--- src/hw/rtl/ssm_pkg.sv ---
package ssm_pkg;

    localparam int CFG_INDEX_W = 3;
    localparam int CFG_DATA_W  = 24;

    typedef enum logic [CFG_INDEX_W-1:0] {
        CFG_LOUD_LEVEL      = 3'd0,
        CFG_WALL_THRESHOLD  = 3'd1,
        CFG_TURN_FLOOR      = 3'd2,
        CFG_CRUISE_SPEED    = 3'd3,
        CFG_PROP_GAIN       = 3'd4,
        CFG_DERIV_GAIN      = 3'd5
    } cfg_reg_t;

    typedef enum logic [2:0] {
        MODE_SILENCE = 3'b001,
        MODE_SEEK    = 3'b010,
        MODE_WALL    = 3'b100
    } mode_t;

    localparam logic [1:0] MODE_CODE_SILENCE = 2'd0;
    localparam logic [1:0] MODE_CODE_SEEK    = 2'd1;
    localparam logic [1:0] MODE_CODE_WALL    = 2'd2;

    localparam logic [3:0] SEL_STOP_ON_SILENCE = 4'd7;
    localparam logic [3:0] SEL_ZERO_CRUISE     = 4'd8;

    localparam logic [23:0]        LOUD_LEVEL_RST         = 24'd1000;
    localparam logic [11:0]        WALL_THRESHOLD_RST     = 12'd110;
    localparam logic [14:0]        TURN_FLOOR_RST         = 15'd10;
    localparam logic signed [15:0] CRUISE_SPEED_RST       = 16'sd500;
    localparam logic [19:0]        PROP_GAIN_RST          = 20'd19661;
    localparam logic [19:0]        DERIV_GAIN_RST         = 20'd0;

    typedef struct packed {
        logic [1:0]         mode_code;
        logic               lights;
        logic               write;
        logic               siren;
        logic               seek;
        logic               steer_on;
        logic               zero_cruise;
        logic               force_stop;
        logic signed [25:0] diff;
        logic signed [26:0] delta;
    } step_ctl_t;

    typedef struct packed {
        logic [1:0]         mode_code;
        logic               write;
        logic signed [15:0] right_speed;
        logic signed [15:0] left_speed;
        logic               lights;
        logic               siren;
    } step_res_t;

endpackage

--- src/hw/rtl/ssm_mode_fsm.sv ---
module ssm_mode_fsm (
    input  logic               clk,
    input  logic               rst_n,
    input  logic               step_en,
    input  logic [11:0]        prox_left,
    input  logic [11:0]        prox_right,
    input  logic signed [24:0] sound_left,
    input  logic signed [24:0] sound_right,
    input  logic [3:0]         selector,
    input  logic [23:0]        loud_level,
    input  logic [11:0]        wall_threshold,
    output ssm_pkg::step_ctl_t ctl
);
    import ssm_pkg::*;

    mode_t              mode_reg;
    mode_t              mode_next;
    logic               lights_reg;
    logic               lights_next;
    logic signed [25:0] last_error_reg;
    logic signed [25:0] last_error_next;

    logic               wall;
    logic               snd;
    logic signed [25:0] thr_s;
    logic signed [25:0] diff;
    logic [25:0]        mag;
    logic               steer_hit;

    assign thr_s = $signed({2'b00, loud_level});
    assign wall  = (prox_left > wall_threshold) || (prox_right > wall_threshold);
    assign snd   = ($signed({sound_left[24], sound_left}) > thr_s)
                || ($signed({sound_right[24], sound_right}) > thr_s);
    assign diff  = $signed({sound_right[24], sound_right})
                 - $signed({sound_left[24], sound_left});
    assign mag   = diff[25] ? (~diff + 26'd1) : diff;
    assign steer_hit = mag >= {2'b00, loud_level};

    always_comb
    begin
        mode_next       = mode_reg;
        lights_next     = lights_reg;
        last_error_next = last_error_reg;
        ctl             = '0;
        ctl.diff        = diff;
        ctl.delta       = $signed({diff[25], diff})
                        - $signed({last_error_reg[25], last_error_reg});
        case (mode_reg)
            MODE_SILENCE:
            begin
                if (snd)
                begin
                    lights_next = 1'b1;
                    mode_next   = MODE_SEEK;
                end
                else
                begin
                    lights_next = 1'b0;
                end
            end
            MODE_SEEK:
            begin
                ctl.write       = 1'b1;
                ctl.seek        = 1'b1;
                ctl.zero_cruise = (selector == SEL_ZERO_CRUISE);
                lights_next     = 1'b1;
                if (steer_hit)
                begin
                    ctl.steer_on    = 1'b1;
                    last_error_next = diff;
                end
                if (wall)
                begin
                    mode_next = MODE_WALL;
                end
                if (!snd && (selector == SEL_STOP_ON_SILENCE))
                begin
                    ctl.force_stop = 1'b1;
                    mode_next      = MODE_SILENCE;
                end
            end
            MODE_WALL:
            begin
                ctl.write = 1'b1;
                ctl.siren = 1'b1;
                if (!wall || !snd)
                begin
                    mode_next = MODE_SILENCE;
                end
                if (!wall && snd)
                begin
                    mode_next = MODE_SEEK;
                end
            end
            default:
            begin
            end
        endcase
        case (mode_next)
            MODE_SEEK: ctl.mode_code = MODE_CODE_SEEK;
            MODE_WALL: ctl.mode_code = MODE_CODE_WALL;
            default:   ctl.mode_code = MODE_CODE_SILENCE;
        endcase
        ctl.lights = lights_next;
    end

    always_ff @(posedge clk or negedge rst_n)
    begin
        if (!rst_n)
        begin
            mode_reg       <= MODE_SILENCE;
            lights_reg     <= 1'b0;
            last_error_reg <= '0;
        end
        else if (step_en)
        begin
            mode_reg       <= mode_next;
            lights_reg     <= lights_next;
            last_error_reg <= last_error_next;
        end
    end

endmodule

--- src/hw/rtl/ssm_pd_steer.sv ---
module ssm_pd_steer (
    input  logic               clk,
    input  logic               load,
    input  ssm_pkg::step_ctl_t ctl,
    input  logic [19:0]        prop_gain,
    input  logic [19:0]        deriv_gain,
    input  logic [14:0]        turn_floor,
    input  logic signed [15:0] cruise_speed,
    output ssm_pkg::step_res_t res
);
    import ssm_pkg::*;

    function automatic logic signed [15:0] sat_wide(input logic signed [32:0] v);
        logic signed [15:0] r;
        if (v > 33'sd32767)
        begin
            r = 16'sh7FFF;
        end
        else if (v < -33'sd32768)
        begin
            r = 16'sh8000;
        end
        else
        begin
            r = v[15:0];
        end
        return r;
    endfunction

    function automatic logic signed [15:0] sat_narrow(input logic signed [16:0] v);
        logic signed [15:0] r;
        if (v[16] != v[15])
        begin
            r = v[16] ? 16'sh8000 : 16'sh7FFF;
        end
        else
        begin
            r = v[15:0];
        end
        return r;
    endfunction

    logic signed [20:0] prop_s;
    logic signed [20:0] deriv_s;
    logic signed [46:0] prop_prod_next;
    logic signed [47:0] deriv_prod_next;
    logic signed [46:0] prop_prod_reg;
    logic signed [47:0] deriv_prod_reg;
    step_ctl_t          ctl_reg;

    logic signed [48:0] sum;
    logic signed [48:0] sum_adj;
    logic signed [32:0] quot;
    logic signed [15:0] corr_sat;
    logic [16:0]        corr_mag;
    logic signed [15:0] corr;
    logic signed [15:0] speed;
    logic signed [15:0] right_raw;
    logic signed [15:0] left_raw;

    assign prop_s          = $signed({1'b0, prop_gain});
    assign deriv_s         = $signed({1'b0, deriv_gain});
    assign prop_prod_next  = prop_s * ctl.diff;
    assign deriv_prod_next = deriv_s * ctl.delta;

    always_ff @(posedge clk)
    begin
        if (load)
        begin
            prop_prod_reg  <= prop_prod_next;
            deriv_prod_reg <= deriv_prod_next;
            ctl_reg        <= ctl;
        end
    end

    // The quotient by 65536 truncates toward zero, so negative sums get a bias first.
    assign sum      = 49'(prop_prod_reg) + 49'(deriv_prod_reg);
    assign sum_adj  = sum[48] ? (sum + 49'sd65535) : sum;
    assign quot     = 33'(sum_adj >>> 16);
    assign corr_sat = ctl_reg.steer_on ? sat_wide(quot) : 16'sd0;
    assign corr_mag = corr_sat[15] ? (17'd0 - {1'b1, corr_sat}) : {1'b0, corr_sat};
    assign corr     = (corr_mag < {2'b00, turn_floor}) ? 16'sd0 : corr_sat;
    assign speed    = ctl_reg.zero_cruise ? 16'sd0 : cruise_speed;
    assign right_raw = sat_narrow(17'(speed) + 17'(corr));
    assign left_raw  = sat_narrow(17'(speed) - 17'(corr));

    always_comb
    begin
        res.mode_code = ctl_reg.mode_code;
        res.write     = ctl_reg.write;
        res.lights    = ctl_reg.lights;
        res.siren     = ctl_reg.siren;
        if (ctl_reg.seek && !ctl_reg.force_stop)
        begin
            res.right_speed = right_raw;
            res.left_speed  = left_raw;
        end
        else
        begin
            res.right_speed = 16'sd0;
            res.left_speed  = 16'sd0;
        end
    end

endmodule

--- src/hw/rtl/sound_seek_mode_pd_steering_unit.sv ---
// Sound-seeking steering controller for a small wheeled robot.
// One input transaction carries a control tick: two front proximity readings,
// two microphone intensities and the selector position. Each tick produces
// exactly one output transaction with the mode after the tick, the wheel
// speed commands, the motor write flag, the lights flag and the siren request.
// Both channels use valid and ready. The configuration port writes one
// register per cycle with cfg_write_en and must only be used while idle.
// The pipeline has four register stages: input, mode update, gain products
// and output. An accepted tick passes the mode update, gain product and output
// registers in turn; one tick is accepted every cycle when the output is taken.
// The products of the two 20-bit gains with the intensity error set the
// stage split. When the receiver stalls, the output register holds its
// transaction and the earlier stages keep filling until all are occupied.
// Reset clears the pipeline, puts the controller in silence mode with the
// lights off and a zero stored error, and loads the default register values.
module sound_seek_mode_pd_steering_unit (
    input  logic                                clk,
    input  logic                                rst_n,
    input  logic                                cfg_write_en,
    input  logic [ssm_pkg::CFG_INDEX_W-1:0]     cfg_index,
    input  logic [ssm_pkg::CFG_DATA_W-1:0]      cfg_data,
    input  logic                                in_valid,
    output logic                                in_ready,
    input  logic [11:0]                         prox_front_left,
    input  logic [11:0]                         prox_front_right,
    input  logic signed [24:0]                  sound_left,
    input  logic signed [24:0]                  sound_right,
    input  logic [3:0]                          selector_pos,
    output logic                                out_valid,
    input  logic                                out_ready,
    output logic [1:0]                          mode_now,
    output logic                                motor_write,
    output logic signed [15:0]                  right_speed,
    output logic signed [15:0]                  left_speed,
    output logic                                lights_on,
    output logic                                siren_request
);
    import ssm_pkg::*;

    logic [23:0]        loud_level_reg;
    logic [11:0]        wall_threshold_reg;
    logic [14:0]        turn_floor_reg;
    logic signed [15:0] cruise_speed_reg;
    logic [19:0]        prop_gain_reg;
    logic [19:0]        deriv_gain_reg;

    logic               in_valid_reg;
    logic [11:0]        prox_left_reg;
    logic [11:0]        prox_right_reg;
    logic signed [24:0] sound_left_reg;
    logic signed [24:0] sound_right_reg;
    logic [3:0]         selector_reg;

    logic               ctl_valid_reg;
    step_ctl_t          ctl_next;
    step_ctl_t          ctl_reg;
    logic               prod_valid_reg;
    logic               out_valid_reg;
    step_res_t          res_next;
    step_res_t          res_reg;

    logic               load_out;
    logic               load_prod;
    logic               load_ctl;

    assign load_out  = !out_valid_reg || out_ready;
    assign load_prod = !prod_valid_reg || load_out;
    assign load_ctl  = !ctl_valid_reg || load_prod;
    assign in_ready  = !in_valid_reg || load_ctl;

    always_ff @(posedge clk or negedge rst_n)
    begin
        if (!rst_n)
        begin
            loud_level_reg         <= LOUD_LEVEL_RST;
            wall_threshold_reg     <= WALL_THRESHOLD_RST;
            turn_floor_reg         <= TURN_FLOOR_RST;
            cruise_speed_reg       <= CRUISE_SPEED_RST;
            prop_gain_reg          <= PROP_GAIN_RST;
            deriv_gain_reg         <= DERIV_GAIN_RST;
        end
        else if (cfg_write_en)
        begin
            case (cfg_index)
                CFG_LOUD_LEVEL:         loud_level_reg         <= cfg_data[23:0];
                CFG_WALL_THRESHOLD:     wall_threshold_reg     <= cfg_data[11:0];
                CFG_TURN_FLOOR:         turn_floor_reg         <= cfg_data[14:0];
                CFG_CRUISE_SPEED:       cruise_speed_reg       <= cfg_data[15:0];
                CFG_PROP_GAIN:          prop_gain_reg          <= cfg_data[19:0];
                CFG_DERIV_GAIN:         deriv_gain_reg         <= cfg_data[19:0];
                default:
                begin
                end
            endcase
        end
    end

    always_ff @(posedge clk or negedge rst_n)
    begin
        if (!rst_n)
        begin
            in_valid_reg   <= 1'b0;
            ctl_valid_reg  <= 1'b0;
            prod_valid_reg <= 1'b0;
            out_valid_reg  <= 1'b0;
        end
        else
        begin
            if (in_ready)
            begin
                in_valid_reg <= in_valid;
            end
            if (load_ctl)
            begin
                ctl_valid_reg <= in_valid_reg;
            end
            if (load_prod)
            begin
                prod_valid_reg <= ctl_valid_reg;
            end
            if (load_out)
            begin
                out_valid_reg <= prod_valid_reg;
            end
        end
    end

    always_ff @(posedge clk)
    begin
        if (in_ready)
        begin
            prox_left_reg   <= prox_front_left;
            prox_right_reg  <= prox_front_right;
            sound_left_reg  <= sound_left;
            sound_right_reg <= sound_right;
            selector_reg    <= selector_pos;
        end
        if (load_ctl)
        begin
            ctl_reg <= ctl_next;
        end
        if (load_out)
        begin
            res_reg <= res_next;
        end
    end

    ssm_mode_fsm u_mode_fsm (
        .clk             (clk),
        .rst_n           (rst_n),
        .step_en         (in_valid_reg && load_ctl),
        .prox_left       (prox_left_reg),
        .prox_right      (prox_right_reg),
        .sound_left      (sound_left_reg),
        .sound_right     (sound_right_reg),
        .selector        (selector_reg),
        .loud_level      (loud_level_reg),
        .wall_threshold  (wall_threshold_reg),
        .ctl             (ctl_next)
    );

    ssm_pd_steer u_pd_steer (
        .clk                (clk),
        .load               (load_prod),
        .ctl                (ctl_reg),
        .prop_gain          (prop_gain_reg),
        .deriv_gain         (deriv_gain_reg),
        .turn_floor         (turn_floor_reg),
        .cruise_speed       (cruise_speed_reg),
        .res                (res_next)
    );

    assign out_valid     = out_valid_reg;
    assign mode_now      = res_reg.mode_code;
    assign motor_write   = res_reg.write;
    assign right_speed   = res_reg.right_speed;
    assign left_speed    = res_reg.left_speed;
    assign lights_on     = res_reg.lights;
    assign siren_request = res_reg.siren;

endmodule

--- config.mk ---
export PLATFORM = sky130hd
export DESIGN_NAME = sound_seek_mode_pd_steering_unit
export DESIGN_NICKNAME = d
export VERILOG_FILES = /design/src/hw/rtl/ssm_pkg.sv /design/src/hw/rtl/ssm_mode_fsm.sv /design/src/hw/rtl/ssm_pd_steer.sv /design/src/hw/rtl/sound_seek_mode_pd_steering_unit.sv
export SDC_FILE = /design/constraint.sdc
export NUM_CORES = 2
export LEC_CHECK = 0
export BUFFER_PORTS_ARGS = -buffer_cell sky130_fd_sc_hd__buf_2
export CORE_UTILIZATION = 46
export DETAILED_ROUTE_END_ITERATION = 8
export GPL_TIMING_DRIVEN = 0
export SLEW_MARGIN = 10
export SYNTH_ARGS = -nofsm -noshare
export SYNTH_HDL_FRONTEND = slang
export SYNTH_HIERARCHICAL = 1
export SYNTH_SLANG_ARGS = --single-unit
--- constraint.sdc ---
create_clock -name clk -period 15.7 [get_ports clk]
set_clock_uncertainty 0.2 [all_clocks]
set_input_delay 1.57 -clock clk [delete_from_list [all_inputs] [get_ports clk]]
set_output_delay 1.57 -clock clk [all_outputs]
set_load 0.03 [all_outputs]
== Yosys cells after proc, flatten, opt, wreduce, memory -nomap -nowiden ==
Cells that the tools add are included.
Storage, ports and cells
  output and inout port bits: 39
  input port bits: 110
  word-level logic and storage cells: 130
  register bits after elaboration: 422
Cells by class
  reduce and logical (&&, ||, !) cells: 27
  add/sub/neg operators: 8
  $lt $le $gt $ge: 8
  mux-type cells: 26
  bitwise logic cells: 1
  equal/unequal tests: 14
  multiply operators: 2
Operators by type and width (count)
  two-way mux 16 bit: 9
  greater-than comparator 25 bit: 2
  adder 47 x 48 -> 49 bit: 1
  adder 49 x 17 -> 49 bit (second input constant): 1
  two-way mux 49 bit: 1
  multiplier 21 x 27 -> 48 bit: 1
  multiplier 21 x 26 -> 47 bit: 1
  greater-than comparator 33 x 16 -> 1 bit (second input constant): 1
  < comparator 33 x 16 -> 1 bit (second input constant): 1
  subtractor 26 x 26 -> 27 bit: 1
  adder 26 x 1 -> 26 bit (second input constant): 1
  >= comparator 26 x 24 -> 1 bit: 1
  two-way mux 26 bit: 1
  NOT 26 bit: 1
  subtractor 25 x 25 -> 26 bit: 1
  greater-than comparator 12 bit: 2
  adder 16 x 16 -> 17 bit: 1
  < comparator 17 x 15 -> 1 bit: 1
  two-way mux 17 bit: 1
  subtractor 1 x 17 -> 17 bit (first input constant): 1
  subtractor 16 x 16 -> 17 bit: 1
  two-way mux 3 bit: 5
  equality test 3 x 2 -> 1 bit (second input constant): 4
  equality test 3 bit (second input constant): 4
  16 further kinds: 42

== Logic depth before layout (Yosys ltp) ==
  word-level depth: 14
  gate-level depth with buffers: 52
  depth with buffers taken out: 48

== Hierarchy ==
The synthesis kept the hierarchy.
By module, submodules not included
  ssm_pd_steer: cells each 5344, seq. area each 3123.0 um2, area each 47724.5 um2, times used 1
  sound_seek_mode_pd_steering_unit: cells each 421, seq. area each 8126.5 um2, area each 9556.7 um2, times used 1
  ssm_mode_fsm: cells each 912, seq. area each 752.0 um2, area each 7078.0 um2, times used 1

== Worst setup path after synthesis ==
Ideal clock, no wire load.
  kind: register to register
  from: register u_pd_steer.prop_prod_reg[0]
  to: register res_reg (netlist bit left_speed[10]), data pin
  setup time: 0.270 ns
  stages on the path, launching flop included: 48
  period minus slack after synthesis: 10.644 ns
  path buffers: 5
  path slack: 5.056 ns
  arrival time: 10.174 ns
  data required time: 15.230 ns
  cell sequence: edfxtp_1 -> ha_1 -> fa_1 -> a211oi_2 -> o211ai_2 -> a31o_2 -> o211ai_2 -> nand2_1 -> a311oi_2 -> nand3_1 -> or4_1 -> or4_1 -> o41a_1 -> a31oi_1 -> buf_2 -> clkbuf_1 -> o21ai_0 -> ha_1 -> [... 12 more ...] -> clkbuf_1 -> nor2_1 -> ha_1 -> clkbuf_1 -> inv_1 -> a21oi_1 -> nor2_1 -> nor2_1 -> nor2_1 -> nor2_1 -> o21bai_1 -> a221oi_1 -> a21oi_1 -> o22ai_1 -> ha_1 -> inv_1 -> clkbuf_1 -> a21oi_1
Between the ends
  word-level cells in the longest chain between the ends: 14
  elaborated cells on any way between the ends: 16
  those cells by class: add/sub (4); order compare (3); eq/ne (1); mux (8)
Ends and longest elaborated chain
  start, declared: line ssm_pd_steer.sv:47  | logic signed [46:0] prop_prod_reg;
  start signal, assigned: line ssm_pd_steer.sv:70  | prop_prod_reg <= prop_prod_next;
  adder 47 x 48 -> 49 bit *: line ssm_pd_steer.sv:77  | assign sum = 49'(prop_prod_reg) + 49'(deriv_prod_reg);
  adder 49 x 17 -> 49 bit: line ssm_pd_steer.sv:78  | assign sum_adj = sum[48] ? (sum + 49'sd65535) : sum;
  two-way mux 49 bit *: line ssm_pd_steer.sv:78
  < comparator 33 x 16 -> 1 bit: line ssm_pd_steer.sv:19  | else if (v < -33'sd32768)
  two-way mux 16 bit: line ssm_pd_steer.sv:19
  two-way mux 16 bit *: line ssm_pd_steer.sv:15  | if (v > 33'sd32767)
  two-way mux 16 bit *: line ssm_pd_steer.sv:80  | assign corr_sat = ctl_reg.steer_on ? sat_wide(quot) : 16'sd0;
  subtractor 1 x 17 -> 17 bit: line ssm_pd_steer.sv:81  | assign corr_mag = corr_sat[15] ? (17'd0 - {1'b1, corr_sat}) : {1'b0, corr_sat};
  two-way mux 17 bit: line ssm_pd_steer.sv:81
  < comparator 17 x 15 -> 1 bit: line ssm_pd_steer.sv:82  | assign corr = (corr_mag < {2'b00, turn_floor}) ? 16'sd0 : corr_sat;
  two-way mux 16 bit *: line ssm_pd_steer.sv:82
  subtractor 16 x 16 -> 17 bit *: line ssm_pd_steer.sv:85  | assign left_raw = sat_narrow(17'(speed) - 17'(corr));
  two-way mux 16 bit / != test 1 bit (equally long branches): line ssm_pd_steer.sv:34, ssm_pd_steer.sv:32
  two-way mux 16 bit *: line ssm_pd_steer.sv:32  | if (v[16] != v[15])
  end signal, assigned: line sound_seek_mode_pd_steering_unit.sv:144  | res_reg <= res_next;
  end, declared: line sound_seek_mode_pd_steering_unit.sv:60  | step_res_t res_reg;
Mark *: on every way between the ends. The rest lies on a longest branch, timed or not.
A chain may end at the register's enable or synchronous reset.

== Final worst setup path ==
  from: register u_pd_steer.prop_prod_reg[0]
  to: register res_reg (netlist bit left_speed[11]), data pin
The elaborated chain is that of the path after synthesis.

==> impl_metrics.env <==
export IMPL_fin_util=0.5019
export IMPL_syn_avg_cell_area_um2=9.639
export IMPL_dr_first_iter_drc_count=3101
export IMPL_synth_area_leaders="fa_1 34%, edfxtp_1 13%, ha_1 9.6%"
export IMPL_setup_viol=0
export IMPL_drc=0
export IMPL_synth_mux_area_frac=0.02539
export IMPL_core_area_mm2=0.1382
export IMPL_fin_cells=8814
export IMPL_yosys_warnings=6
export IMPL_min_path_type="reg -> reg"
export IMPL_port_buffers=148
export IMPL_ctsRootBufferMaster="clkbuf_16"
export IMPL_clkLatencyLatePin_ns=0.63
export IMPL_h_tree_depth=2
export IMPL_ys_ff_latch=422
export IMPL_cp_end_kind="flip-flop"
export IMPL_drive_above_1_share=0.07160
export IMPL_worstHoldStart="ctl_reg[53]"
export IMPL_timing_final_crit_share=0.8387
export IMPL_rows=136
export IMPL_reg2reg_to="left_speed[11]"
export IMPL_r2r_start="u_pd_steer/prop_prod_reg[0]"
export IMPL_cts_inserted_buffers=49
export IMPL_largest_register_ffs=62
export IMPL_nNetsFinal=8566
export IMPL_r2r_cells=47
export IMPL_synthXorXnorAreaFrac=0.03239
export IMPL_slew_headroom=0.2005
export IMPL_postSynthCellCount=6677
export IMPL_fmax_mhz=75.94
export IMPL_worstPathMaxFanout=10
export IMPL_antenna_found_initial=34
export IMPL_arrival_ns=13.32
export IMPL_grt_max_degree=92
export IMPL_overflow=0
export IMPL_yosysTopAreaCell="fa_1"
export IMPL_post_cts_buffers=0
export IMPL_cap_violations=0
export IMPL_rsz0062_at_grt="false"
export IMPL_status="finished, final reports clean"
export IMPL_synth_most_common_cell="inv_1"
export IMPL_ant_nets=0
export IMPL_start_kind="flip-flop"
export IMPL_grt_pass1_wl_um=298600
export IMPL_whs_endpoint="u_pd_steer/ctl_reg[53]"
export IMPL_synth_top_cell_area_share=0.3350
export IMPL_synth_fa_ha_area_frac=0.4308
export IMPL_hold_depth=0
export IMPL_first_pass_iters=6
export IMPL_synth_nets=8357
export IMPL_initial_utilization=0.4658
export IMPL_synth_top_flop_cell="edfxtp_1"
export IMPL_cts_resized=0
export IMPL_cts_tree="yes"
export IMPL_pin_count=149
export IMPL_critical_path_class="reg -> reg"
export IMPL_grt_pass1_vias=49350
export IMPL_cts_reportedPaths_clkPinSlew_ns=0.06
export IMPL_slowest_stage="a211oi_1"
export IMPL_r2r_slack_ns=2.53
export IMPL_hold_violations=0
export IMPL_die_w_um=376.0
export IMPL_slew_viol_final=0
export IMPL_syn_area_mm2=0.06436
export IMPL_hold_slack_ns=0.2259
export IMPL_worst_pin_slew_ns=1.199
export IMPL_wl_per_cell_um=22.21
export IMPL_dieArea_mm2=0.1414
export IMPL_synth_cell_types=112
export IMPL_area_growth_pct=7.757
export IMPL_wirelength_um=195700
export IMPL_dpl_cell_count=8698
export IMPL_avgViaCountPerCell=5.357
export IMPL_synth_edf_count=281
export IMPL_cpMostUsedCell="a21oi_1"
export IMPL_hpwl_um=161900
export IMPL_clock_sinks=422
export IMPL_cts_max_path_buffers=3
export IMPL_critPathMaxStageDelay_ns=0.73
export IMPL_die_height_um=376.0
export IMPL_synthArstFlopShare=0.3341
export IMPL_seq_area_frac_synth=0.1865
export IMPL_synth_top_family_by_area="adder cells"
export IMPL_routabilityCongestion=0.9831
export IMPL_cp_required_ns=15.85
export IMPL_timing_setup_tns_ns=0
export IMPL_dr_total_vias=47220
export IMPL_finalCriticalPeriod_ns=13.17
export IMPL_synthTopCellsByCount="1355 x inv_1, 1077 x fa_1, 744 x nand2_1"
export IMPL_grt_usage=0.2827
export IMPL_synth_compound_area_frac=0.08206
export IMPL_ctsHoldBuffers=0
export IMPL_synth_simple_area_share=0.1456
kinds of logic after synthesis:
logic type	Yosys count
AND/OR/NAND/NOR	1879
buffers and inverters	1638
adder cells (fa/ha/maj)	1570
AO/OA/AOI/OAI	792
flip-flops	422
XOR/XNOR	235
multiplexers	141
critical path, delay by kind of cell, from the launching register on:
kind | cells | cell delay [ns]
adder cells (fa/ha/maj) | 6 | 1.95
AO/OA/AOI/OAI | 23 | 6.50
AND/OR/NAND/NOR | 12 | 2.21
flip-flops | 1 | 0.37
buffers and inverters | 4 | 1.22
XOR/XNOR | 2 | 0.42
how the worst max path moves through the flow:
stage,start,endpoint,slack [ns]
CTS,u_pd_steer/prop_prod_reg[0],left_speed[11],2.60
global route,u_pd_steer/prop_prod_reg[0],left_speed[11],1.73
detailed placement,u_pd_steer/prop_prod_reg[0],left_speed[11],2.66
global placement,u_pd_steer/prop_prod_reg[0],left_speed[11],2.58
finish,u_pd_steer/prop_prod_reg[0],left_speed[11],2.53
floorplan,u_pd_steer/prop_prod_reg[0],left_speed[10],5.06
cell usage in the layout, fill, tap and decap left out, types with 50 or more instances in the layout:
| cell type | Yosys | final |
|---|---|---|
| nor2b_1 | 50 | 50 |
| nor3_1 | 81 | 81 |
| buf_2 | 10 | 157 |
| a21oi_1 | 241 | 241 |
| clkbuf_16 | 0 | 51 |
| edfxtp_1 | 281 | 281 |
| xor2_1 | 56 | 56 |
| dfrtp_1 | 113 | 113 |
| xnor2_1 | 177 | 177 |
| ha_1 | 493 | 493 |
| o21ai_0 | 119 | 119 |
| inv_1 | 1355 | 1354 |
| mux2_2 | 115 | 115 |
| clkbuf_1 | 250 | 258 |
| fa_1 | 1077 | 1077 |
| a21o_1 | 99 | 99 |
| nand2_1 | 744 | 743 |
| nor2_1 | 215 | 215 |
| and2_1 | 493 | 493 |
| nand3_1 | 59 | 59 |
final cells by class:
cell class | count | area (um^2)
clock buffer | 61 | 1334
timing repair buffer | 158 | 923.4
buffer | 283 | 1174
fill | 13040 | 68820
multi-input combinational | 4617 | 46120
sequential | 422 | 12000
inverter | 1355 | 5089
clock inverter | 31 | 324.1
tap | 1863 | 2331
antenna | 24 | 60.06
per-layer routing:
layer  track usage  part of all wire
met1        0.3758              0.43
met2        0.4513              0.45
met3       0.07055             0.086
met4       0.09342             0.036
met5             0           0.00033
through the flow:
stage,worst slack [ns],cell area [um^2]
4_1_cts,2.595,69290
6_report,2.532,69350
5_1_grt,1.728,69310
2_1_floorplan,5.056,64360
3_5_place_dp,2.656,67630
3_3_place_gp,2.576,67430
Power is not shown: default switching activity piles up to over one toggle a cycle in this logic, so the estimate is an artifact.
